--- src/rtl/itoa_pkg.sv ---
// ----------------------------------------------------------------------------
// itoa_pkg
// Shared constants, types and helpers for the integer-to-ASCII formatter.
// ----------------------------------------------------------------------------
package itoa_pkg;

  localparam int MAX_WIDTH_DEF = 32;

  // conversion selector codes
  localparam logic [1:0] FUNC_UDEC = 2'd0;
  localparam logic [1:0] FUNC_SDEC = 2'd1;
  localparam logic [1:0] FUNC_HEX  = 2'd2;

  // floor(n / 10) == (n * RECIP10) >> RECIP_SHIFT for every 32-bit n
  localparam logic [31:0] RECIP10     = 32'hCCCC_CCCD;
  localparam int          RECIP_SHIFT = 35;

  // ten decimal digits of four bits each
  localparam int DIG_BITS = 40;

  localparam logic [7:0] CH_MINUS = 8'h2D;
  localparam logic [7:0] CH_ZERO  = 8'h30;
  localparam logic [7:0] CH_SPACE = 8'h20;
  localparam logic [7:0] CH_UPA   = 8'h41;

  typedef struct packed {
    logic load;
    logic mul;
    logic step;
    logic prep;
    logic emit_sign;
    logic emit_fill;
    logic emit_digit;
  } itoa_cmd_t;

  typedef struct packed {
    logic conv_done;
    logic neg;
    logic fill_nz;
    logic fill_last;
    logic digit_last;
  } itoa_status_t;

  function automatic logic [7:0] digit_char(input logic [3:0] d);
    logic [7:0] c;
    if (d < 4'd10) begin
      c = CH_ZERO + {4'b0, d};
    end else begin
      c = CH_UPA + {4'b0, d} - 8'd10;
    end
    return c;
  endfunction

endpackage

--- src/rtl/itoa_ctrl.sv ---
// ----------------------------------------------------------------------------
// itoa_ctrl
// Controller: sequences digit extraction, fill calculation and character
// emission for one transaction.
// ----------------------------------------------------------------------------
module itoa_ctrl
  import itoa_pkg::*;
(
  input  logic         clk,
  input  logic         rst,
  input  logic         start,
  input  itoa_status_t status,
  output itoa_cmd_t    cmd,
  output logic         busy
);

  localparam logic [2:0] S_IDLE  = 3'd0;
  localparam logic [2:0] S_MUL   = 3'd1;
  localparam logic [2:0] S_STEP  = 3'd2;
  localparam logic [2:0] S_PREP  = 3'd3;
  localparam logic [2:0] S_SIGN  = 3'd4;
  localparam logic [2:0] S_FILL  = 3'd5;
  localparam logic [2:0] S_DIGIT = 3'd6;

  logic [2:0] state;
  logic [2:0] state_next;

  always_ff @(posedge clk) begin
    if (rst) begin
      state <= S_IDLE;
    end else begin
      state <= state_next;
    end
  end

  always_comb begin
    state_next = state;
    cmd        = '0;
    case (state)
      S_IDLE: begin
        if (start) begin
          cmd.load   = 1'b1;
          state_next = S_MUL;
        end
      end
      S_MUL: begin
        cmd.mul    = 1'b1;
        state_next = S_STEP;
      end
      S_STEP: begin
        cmd.step   = 1'b1;
        state_next = status.conv_done ? S_PREP : S_MUL;
      end
      S_PREP: begin
        cmd.prep   = 1'b1;
        state_next = S_SIGN;
      end
      S_SIGN: begin
        // sign cycle passes silently for non-negative values
        cmd.emit_sign = status.neg;
        state_next    = status.fill_nz ? S_FILL : S_DIGIT;
      end
      S_FILL: begin
        cmd.emit_fill = 1'b1;
        if (status.fill_last) begin
          state_next = S_DIGIT;
        end
      end
      S_DIGIT: begin
        cmd.emit_digit = 1'b1;
        if (status.digit_last) begin
          state_next = S_IDLE;
        end
      end
      default: begin
        state_next = S_IDLE;
      end
    endcase
  end

  assign busy = (state != S_IDLE);

endmodule

--- src/rtl/itoa_dp.sv ---
// ----------------------------------------------------------------------------
// itoa_dp
// Datapath: operand registers, divide-by-ten by reciprocal multiply, digit
// shift register, fill counter and the registered character output.
// ----------------------------------------------------------------------------
module itoa_dp
  import itoa_pkg::*;
#(
  parameter int MAX_WIDTH = MAX_WIDTH_DEF
) (
  input  logic         clk,
  input  logic         rst,
  input  itoa_cmd_t    cmd,
  output itoa_status_t status,
  input  logic [1:0]   func,
  input  logic [31:0]  value,
  input  logic [5:0]   width,
  input  logic         zero_fill,
  output logic [7:0]   out_char,
  output logic         last,
  output logic         strobe
);

  localparam int FW = $clog2(MAX_WIDTH + 1);

  logic [31:0]         mag;
  logic                hex;
  logic                neg;
  logic                zfill;
  logic [FW-1:0]       field;
  logic [FW-1:0]       fill_cnt;
  logic [3:0]          nd;
  logic [DIG_BITS-1:0] digbuf;
  logic [63:0]         prod;

  logic                load_neg;
  logic [FW-1:0]       field_sat;
  logic [31:0]         quot;
  logic [31:0]         rem_full;
  logic [3:0]          digit;
  logic [31:0]         mag_next;
  logic [4:0]          used;

  assign load_neg  = (func == FUNC_SDEC) && value[31];
  assign field_sat = (32'(width) > 32'(MAX_WIDTH)) ? FW'(MAX_WIDTH) : FW'(width);

  assign quot     = {3'b0, prod[63:RECIP_SHIFT]};
  assign rem_full = mag - ((quot << 3) + (quot << 1));
  assign digit    = hex ? mag[3:0] : rem_full[3:0];
  assign mag_next = hex ? (mag >> 4) : quot;
  assign used     = {1'b0, nd} + {4'b0, neg};

  always_ff @(posedge clk) begin
    if (cmd.load) begin
      hex   <= func[1];
      neg   <= load_neg;
      zfill <= zero_fill;
      field <= field_sat;
      mag   <= load_neg ? (32'd0 - value) : value;
      nd    <= '0;
    end
    if (cmd.mul) begin
      prod <= mag * RECIP10;
    end
    if (cmd.step) begin
      // least significant digit first, so the top nibble ends as the msd
      digbuf <= {digit, digbuf[DIG_BITS-1:4]};
      mag    <= mag_next;
      nd     <= nd + 4'd1;
    end
    if (cmd.prep) begin
      if (32'(field) > 32'(used)) begin
        fill_cnt <= FW'(32'(field) - 32'(used));
      end else begin
        fill_cnt <= '0;
      end
    end
    if (cmd.emit_fill) begin
      fill_cnt <= fill_cnt - FW'(1);
    end
    if (cmd.emit_digit) begin
      digbuf <= {digbuf[DIG_BITS-5:0], 4'b0};
      nd     <= nd - 4'd1;
    end
  end

  always_ff @(posedge clk) begin
    if (rst) begin
      strobe <= 1'b0;
    end else begin
      strobe <= cmd.emit_sign | cmd.emit_fill | cmd.emit_digit;
    end
  end

  always_ff @(posedge clk) begin
    last <= cmd.emit_digit && (nd == 4'd1);
    if (cmd.emit_sign) begin
      out_char <= CH_MINUS;
    end else if (cmd.emit_fill) begin
      out_char <= zfill ? CH_ZERO : CH_SPACE;
    end else begin
      out_char <= digit_char(digbuf[DIG_BITS-1 -: 4]);
    end
  end

  assign status.conv_done  = (mag_next == 32'd0);
  assign status.neg        = neg;
  assign status.fill_nz    = (fill_cnt != '0);
  assign status.fill_last  = (fill_cnt == FW'(1));
  assign status.digit_last = (nd == 4'd1);

endmodule

--- src/rtl/integer_to_ascii_formatter_unit.sv ---
// ----------------------------------------------------------------------------
// integer_to_ascii_formatter_unit
// Formats a 32-bit value as unsigned decimal, signed decimal or upper-case
// hex text with a minimum field width and space or zero fill.
// ----------------------------------------------------------------------------
// Usage: drive func, value, width and zero_fill with start high; the
// transaction is taken at the edge where start is high and busy is low.
// busy then stays high until the final character has been issued.
// Characters leave on out_char, one per cycle while strobe is high, most
// significant first: '-' for a negative signed value, then fill, then
// digits; last marks the final character. The receiver cannot stall.
// Sequence: each digit takes a 32x32 reciprocal multiply (MUL), then
// quotient and remainder (STEP); a set-up state (PREP) and a sign state
// (SIGN) follow, then a FILL or DIGIT state for each fill or digit
// character; a '-' goes out in the sign state itself. At most 10 digits
// are produced. The next transaction may be accepted in the cycle that
// shows the last character.
// Reset returns the controller to idle and drops strobe; nothing else needs
// clearing.
// ----------------------------------------------------------------------------
module integer_to_ascii_formatter_unit
  import itoa_pkg::*;
#(
  parameter int MAX_WIDTH = MAX_WIDTH_DEF
) (
  input  logic        clk,
  input  logic        rst,
  input  logic        start,
  output logic        busy,
  input  logic [1:0]  func,
  input  logic [31:0] value,
  input  logic [5:0]  width,
  input  logic        zero_fill,
  output logic [7:0]  out_char,
  output logic        last,
  output logic        strobe
);

  itoa_cmd_t    cmd;
  itoa_status_t status;

  itoa_ctrl u_ctrl (
    .clk    (clk),
    .rst    (rst),
    .start  (start),
    .status (status),
    .cmd    (cmd),
    .busy   (busy)
  );

  itoa_dp #(
    .MAX_WIDTH (MAX_WIDTH)
  ) u_dp (
    .clk       (clk),
    .rst       (rst),
    .cmd       (cmd),
    .status    (status),
    .func      (func),
    .value     (value),
    .width     (width),
    .zero_fill (zero_fill),
    .out_char  (out_char),
    .last      (last),
    .strobe    (strobe)
  );

endmodule

--- config.mk ---
export PLATFORM = sky130hd
export DESIGN_NAME = integer_to_ascii_formatter_unit
export DESIGN_NICKNAME = d
export VERILOG_FILES = /design/src/rtl/itoa_pkg.sv /design/src/rtl/itoa_ctrl.sv /design/src/rtl/itoa_dp.sv /design/src/rtl/integer_to_ascii_formatter_unit.sv
export SDC_FILE = /design/constraint.sdc
export NUM_CORES = 1
export LEC_CHECK = 0
export BUFFER_PORTS_ARGS = -buffer_cell sky130_fd_sc_hd__buf_2
export CAP_MARGIN = 0
export CORE_ASPECT_RATIO = 0.7
export CORE_MARGIN = 2
export CORE_UTILIZATION = 55
export DETAILED_ROUTE_END_ITERATION = 8
export HOLD_SLACK_MARGIN = 0.08
export PLACE_DENSITY_LB_ADDON = 0.15
export REMOVE_ABC_BUFFERS = 1
export SYNTH_ARGS = -nofsm -noshare
export SYNTH_HDL_FRONTEND = slang
export SYNTH_HIERARCHICAL = 1
export SYNTH_SLANG_ARGS = --single-unit
--- constraint.sdc ---
create_clock -name clk -period 20.5 [get_ports clk]
set_input_delay 4.1 -clock clk [delete_from_list [all_inputs] [get_ports clk]]
set_output_delay 4.1 -clock clk [all_outputs]
set_load 0.1 [all_outputs]
=== Word-level counts from Yosys, hierarchy flattened ===
Cells that the tools add are included.

* Logic and storage cells: 84
* Bits of input ports: 44
* Flip-flop bits (word level): 168

* $add $sub $neg: 11
* Reduce and logical (&&, ||, !) cells: 11
* Mux-type cells: 30
* Equal/unequal tests: 12
* Bitwise gates (word level): 2
* $mul: 1
* Order comparisons: 3

{| class="wikitable"
|+ Operators by type and width
! cell !! number
|-
| $mux 32 || 3
|-
| $mux 40 || 2
|-
| $mul 32x32->64 const B || 1
|-
| $logic_not 32->1 || 1
|-
| $sub 1x32->32 const A || 1
|-
| $mux 29 || 1
|-
| $pmux 3 s7 || 1
|-
| $mux 6 || 3
|-
| $mux 4 || 4
|-
| $mux 8 || 2
|-
| $eq 3x3->1 const B || 3
|-
| $mux 3 || 3
|-
| $add 7x4->8 const A || 1
|-
| $mux 1 || 8
|-
| $sub 8x4->8 const B || 1
|-
| $add 6x4->7 const A || 1
|-
| $eq 3x2->1 const B || 2
|-
| $eq 6x1->1 const B || 1
|-
| $gt 6x5->1 || 1
|-
| $gt 6x6->1 const B || 1
|-
| $ne 2x2->1 const B || 3
|-
| $reduce_bool 2->1 || 3
|-
| $reduce_bool 3->1 || 2
|-
| $reduce_bool 6->1 || 1
|-
| other kinds (17) || 20
|}

=== Longest topological paths before layout ===
* Depth after elaboration: 5
* Mapped depth: 25
* Depth with buffers taken out: 25

=== Hierarchy ===
Netlist, hierarchy kept.

{| class="wikitable"
|+ Modules (own cells, without submodules)
! module !! area an instance (µm²) !! cells each !! times used !! seq. area each (µm²)
|-
| itoa_dp || 23526.3 || 2315 || 1 || 3743.6
|-
| itoa_ctrl || 251.5 || 32 || 1 || 60.1
|}

=== Least setup slack after synthesis ===
OpenSTA, ideal clock, no wires.

* Kind: register to register
* Start: register u_dp.mag[8]
* End: register u_dp.prod[63], data pin
* Data required time: 20.240 ns
* Arrival time: 6.709 ns
* Path slack: 13.531 ns
* Clock period less this slack: 6.969 ns
* Stages on the path, launching flop included: 25
* Path buffers: 1
* Cells stage by stage: edfxtp_1 -> ha_1 -> clkbuf_1 -> xnor2_1 -> o21ai_0 -> fa_1 -> inv_1 -> fa_1 -> fa_1 -> inv_1 -> fa_1 -> fa_1 -> inv_1 -> fa_1 -> inv_1 -> ha_1 -> a21oi_1 -> o21ai_0 -> a221oi_1 -> o211ai_1 -> o211ai_1 -> a21oi_1 -> a211o_1 -> a21oi_1 -> xnor2_1

* Cells in the longest elaborated chain, start to end: 1

{| class="wikitable"
|+ RTL lines
! element !! RTL line !! RTL
|-
| start, declared || itoa_dp.sv:26 || <nowiki>logic [31:0] mag;</nowiki>
|-
| start signal, assigned || itoa_dp.sv:59 || <nowiki>mag <= load_neg ? (32'd0 - value) : value;</nowiki>
|-
| start signal, assigned || itoa_dp.sv:68 || <nowiki>mag <= mag_next;</nowiki>
|-
| $mul 32x32->64 || itoa_dp.sv:63 || <nowiki>prod <= mag * RECIP10;</nowiki>
|-
| end signal, assigned || itoa_dp.sv:63 ||
|-
| end, declared || itoa_dp.sv:34 || <nowiki>logic [63:0] prod;</nowiki>
|}

Every way passes these cells.
A chain may end at the register's enable or synchronous reset.

=== Worst setup path in the final report ===
* Start: register u_dp.mag[9]
* End: register u_dp.prod[56], data pin

The elaborated chain is that of the path after synthesis.

==> impl_metrics.json <==
{
  "outcome": "completed",
  "ys_warn_count": 6,
  "die_h_um": 178,
  "wire_per_inst_um": 24.4,
  "clockBufferDepth": 2,
  "synth_xor_area_share_pct": 4.49,
  "required_ns": 20.68,
  "synth_mux_area_share_pct": 1.45,
  "hold_violations": 0,
  "worstHoldPathType": "reg -> reg",
  "numPortBuffers": 53,
  "core_area_um2": 42500,
  "grt_pass1_wl_um": 109000,
  "worstPathCellList": "ha_1, xor2_1, ha_1, a21o_1, fa_1, inv_1, fa_1, inv_1, fa_1, fa_1, fa_1, inv_1, fa_1, inv_1, ha_1, a21oi_1, nor2_1, nor4b_1, o211ai_1, a21oi_1, a21oi_1, nor3_1, o21ai_1, xor2_1",
  "synth_adder_area_share_pct": 51.8,
  "async_reset_ff_share_pct": 0,
  "multi_input_area_um2": 17500,
  "area_delta_synth_final_pct": 6.15,
  "synth-seq-area-share_pct": 16.0,
  "cts_max_level": 4,
  "synth_top_family_by_area": "adder cells",
  "relSlewSlack_pct": 40.1,
  "cp-start-kind": "flop",
  "skew_ns": 0.0111,
  "tightest_slew_ns": 0.898,
  "grt_overflow": 0,
  "cts.clk_slew.worst_paths_ns": 0.07,
  "ant_nets": 0,
  "cts_root_buffer": "clkbuf_16",
  "max_stage_delay_ns": 0.75,
  "antenna_found_initial": 2,
  "row_count": 63,
  "track_usage_pct": 33.5,
  "fin_nets": 3174,
  "drt_iter0_markers": 1606,
  "post_cts_buffers": 0,
  "crit_top_cell": "fa_1",
  "crit_fanout": 8,
  "grt_max_degree": 60,
  "fin_tns_setup_ns": 0,
  "critPathArrivalTime_ns": 8.88,
  "grt_pass1_vias": 17627,
  "slowest_stage": "a21oi_1",
  "fillers": 3645,
  "regArea_um2": 3800,
  "cp-end-kind": "flop",
  "io_pins": 55,
  "syn_inst": 2347,
  "maxCapViolCount": 0,
  "max_freq_ghz": 0.115,
  "synth_cell_types": 69,
  "yosysTopAreaCell": "fa_1",
  "crit_type": "reg -> reg",
  "setup_viol_count_final": 0,
  "synth-seq-cells": 132,
  "postSynthAreaPerCell_um2": 10.1,
  "synth_edf_count": 116,
  "place.gp.congestion": 1.02,
  "clk_latency_ns": 0.43,
  "fp.dieArea_um2": 44900,
  "synthTopCellsByArea": "fa_1 (33%), ha_1 (19%), edfxtp_1 (15%)",
  "syn_area_um2": 23800,
  "drt-total-wl_um": 71800,
  "synth_top_area_share_pct": 32.6,
  "via_per_inst": 5.74,
  "grt_busiest_layer": "met1",
  "grtUsageMet3_pct": 13.5,
  "min_period_ns": 8.71,
  "drive_above_1_share_pct": 5.10,
  "maxSlewViolCount": 0,
  "start_util_pct": 56.0,
  "use_met2_pct": 44.3,
  "period_share_pct": 42.5,
  "crit_buf_inv": 4,
  "die_w_um": 253,
  "cp_top_family": "adder cells",
  "cts_sinks": 132,
  "cts_inserted_buffers": 17,
  "hold-worst-slack_ns": 0.502,
  "post-route-drc-count": 0,
  "synth_compound_area_share_pct": 9.02,
  "diodes": 0,
  "postCtsHoldBufs": 0,
  "vias": 16892,
  "ys.flop_type": "edfxtp_1",
  "cts_resized": 0,
  "rsz0062_at_grt": "false",
  "cts_tree": "done",
  "grtUsageMet1_pct": 51.9,
  "yosys.area_share.simple_pct": 6.57,
  "drt-pass1-iter-count": 5,
  "hpwl_um": 62700
}
==> per-stage QoR <==
stage          setup slack, ns  utilization [%]  cell area [µm²]  instances
2_1_floorplan            13.62                -            23600       2296
3_3_place_gp             12.16             57.9            24600       2911
3_5_place_dp             12.03             57.9            24600       2911
4_1_cts                  11.96             59.4            25200       2943
5_1_grt                  11.52             59.4            25200       2943
6_report                 11.79             59.4            25200       2943
==> flip-flops by register name, indices dropped and copies added, names as in the netlist, 3 cells and up <==
| name | flops |
|---|---|
| u_ctrl/state | 3 |
| u_dp/digbuf | 40 |
| u_dp/nd | 4 |
| u_dp/field | 6 |
| u_dp/fill_cnt | 6 |
| u_dp/out_char | 7 |
| u_dp/prod | 29 |
| u_dp/mag | 32 |
==> layer usage <==
| metal | wire length (µm) | vias up |
|---|---|---|
| met3 | 9660 | 59 |
| met1 | 34200 | 8439 |
| met5 | 0 | - |
| met4 | 891 | 0 |
| li1 | - | 7590 |
| met2 | 27100 | 804 |
==> cells in the final DEF (no fill, tap or decap), types with 60 or more instances in the layout <==
cell / instances
edfxtp_1: 116
inv_1: 621
nand2_1: 67
a21oi_1: 101
nor2_1: 78
xnor2_1: 60
ha_1: 365
fa_1: 387
o21ai_0: 62
xor2_1: 62
==> final cells by class <==
cell class | instances | area share, %
inverters | 622 | 9.25
multi-input cells | 1542 | 69.1
flip-flops and latches | 132 | 15.1
clock buffers | 17 | 1.69
well taps | 552 | 2.74
clock inverters | 15 | 0.768
repair buffers | 63 | 1.35
==> final timing paths <==
path                  start             end  slack (ns)  cells after the start
min reg2reg  u_dp/digbuf[0]  u_dp/digbuf[0]        0.50                      2
max             u_dp/mag[9]   u_dp/prod[56]       11.79                     24
min          u_dp/digbuf[0]  u_dp/digbuf[0]        0.50                      2
max reg2reg     u_dp/mag[9]   u_dp/prod[56]       11.79                     24
==> logic make-up after synthesis <==
group	count (synthesis)
muxes	34
other	1
adders and majority gates	752
AOI/OAI and AO/OA	331
and+or+nand+nor	302
DFF	132
xor gates and xnor gates	122
buffers and inverters	673
==> worst min-delay path: cells and delay by family (launching register included) <==
kind             cells  cell delay [ns]
DFF                  1             0.33
muxes                1             0.07
and+or+nand+nor      1             0.07
==> synth_stat cells (8+ instances only) <==
master / count
a211oi_1: 9
a21o_1: 53
a21oi_1: 101
a22o_1: 33
and2_1: 20
and3_1: 11
clkbuf_1: 43
dfxtp_1: 16
edfxtp_1: 116
fa_1: 387
ha_1: 365
inv_1: 621
mux2i_1: 31
nand2_1: 67
nand2b_1: 11
nand3_1: 16
nand4_1: 16
nor2_1: 78
nor2b_1: 17
nor3_1: 16
nor4_1: 10
o21ai_0: 62
o21bai_1: 9
o22ai_1: 9
or2_2: 8
xnor2_1: 60
xor2_1: 62
Power is left out: the tool's default activity adds up to more than one toggle a clock period on the data nets, which glitch-free logic cannot reach.
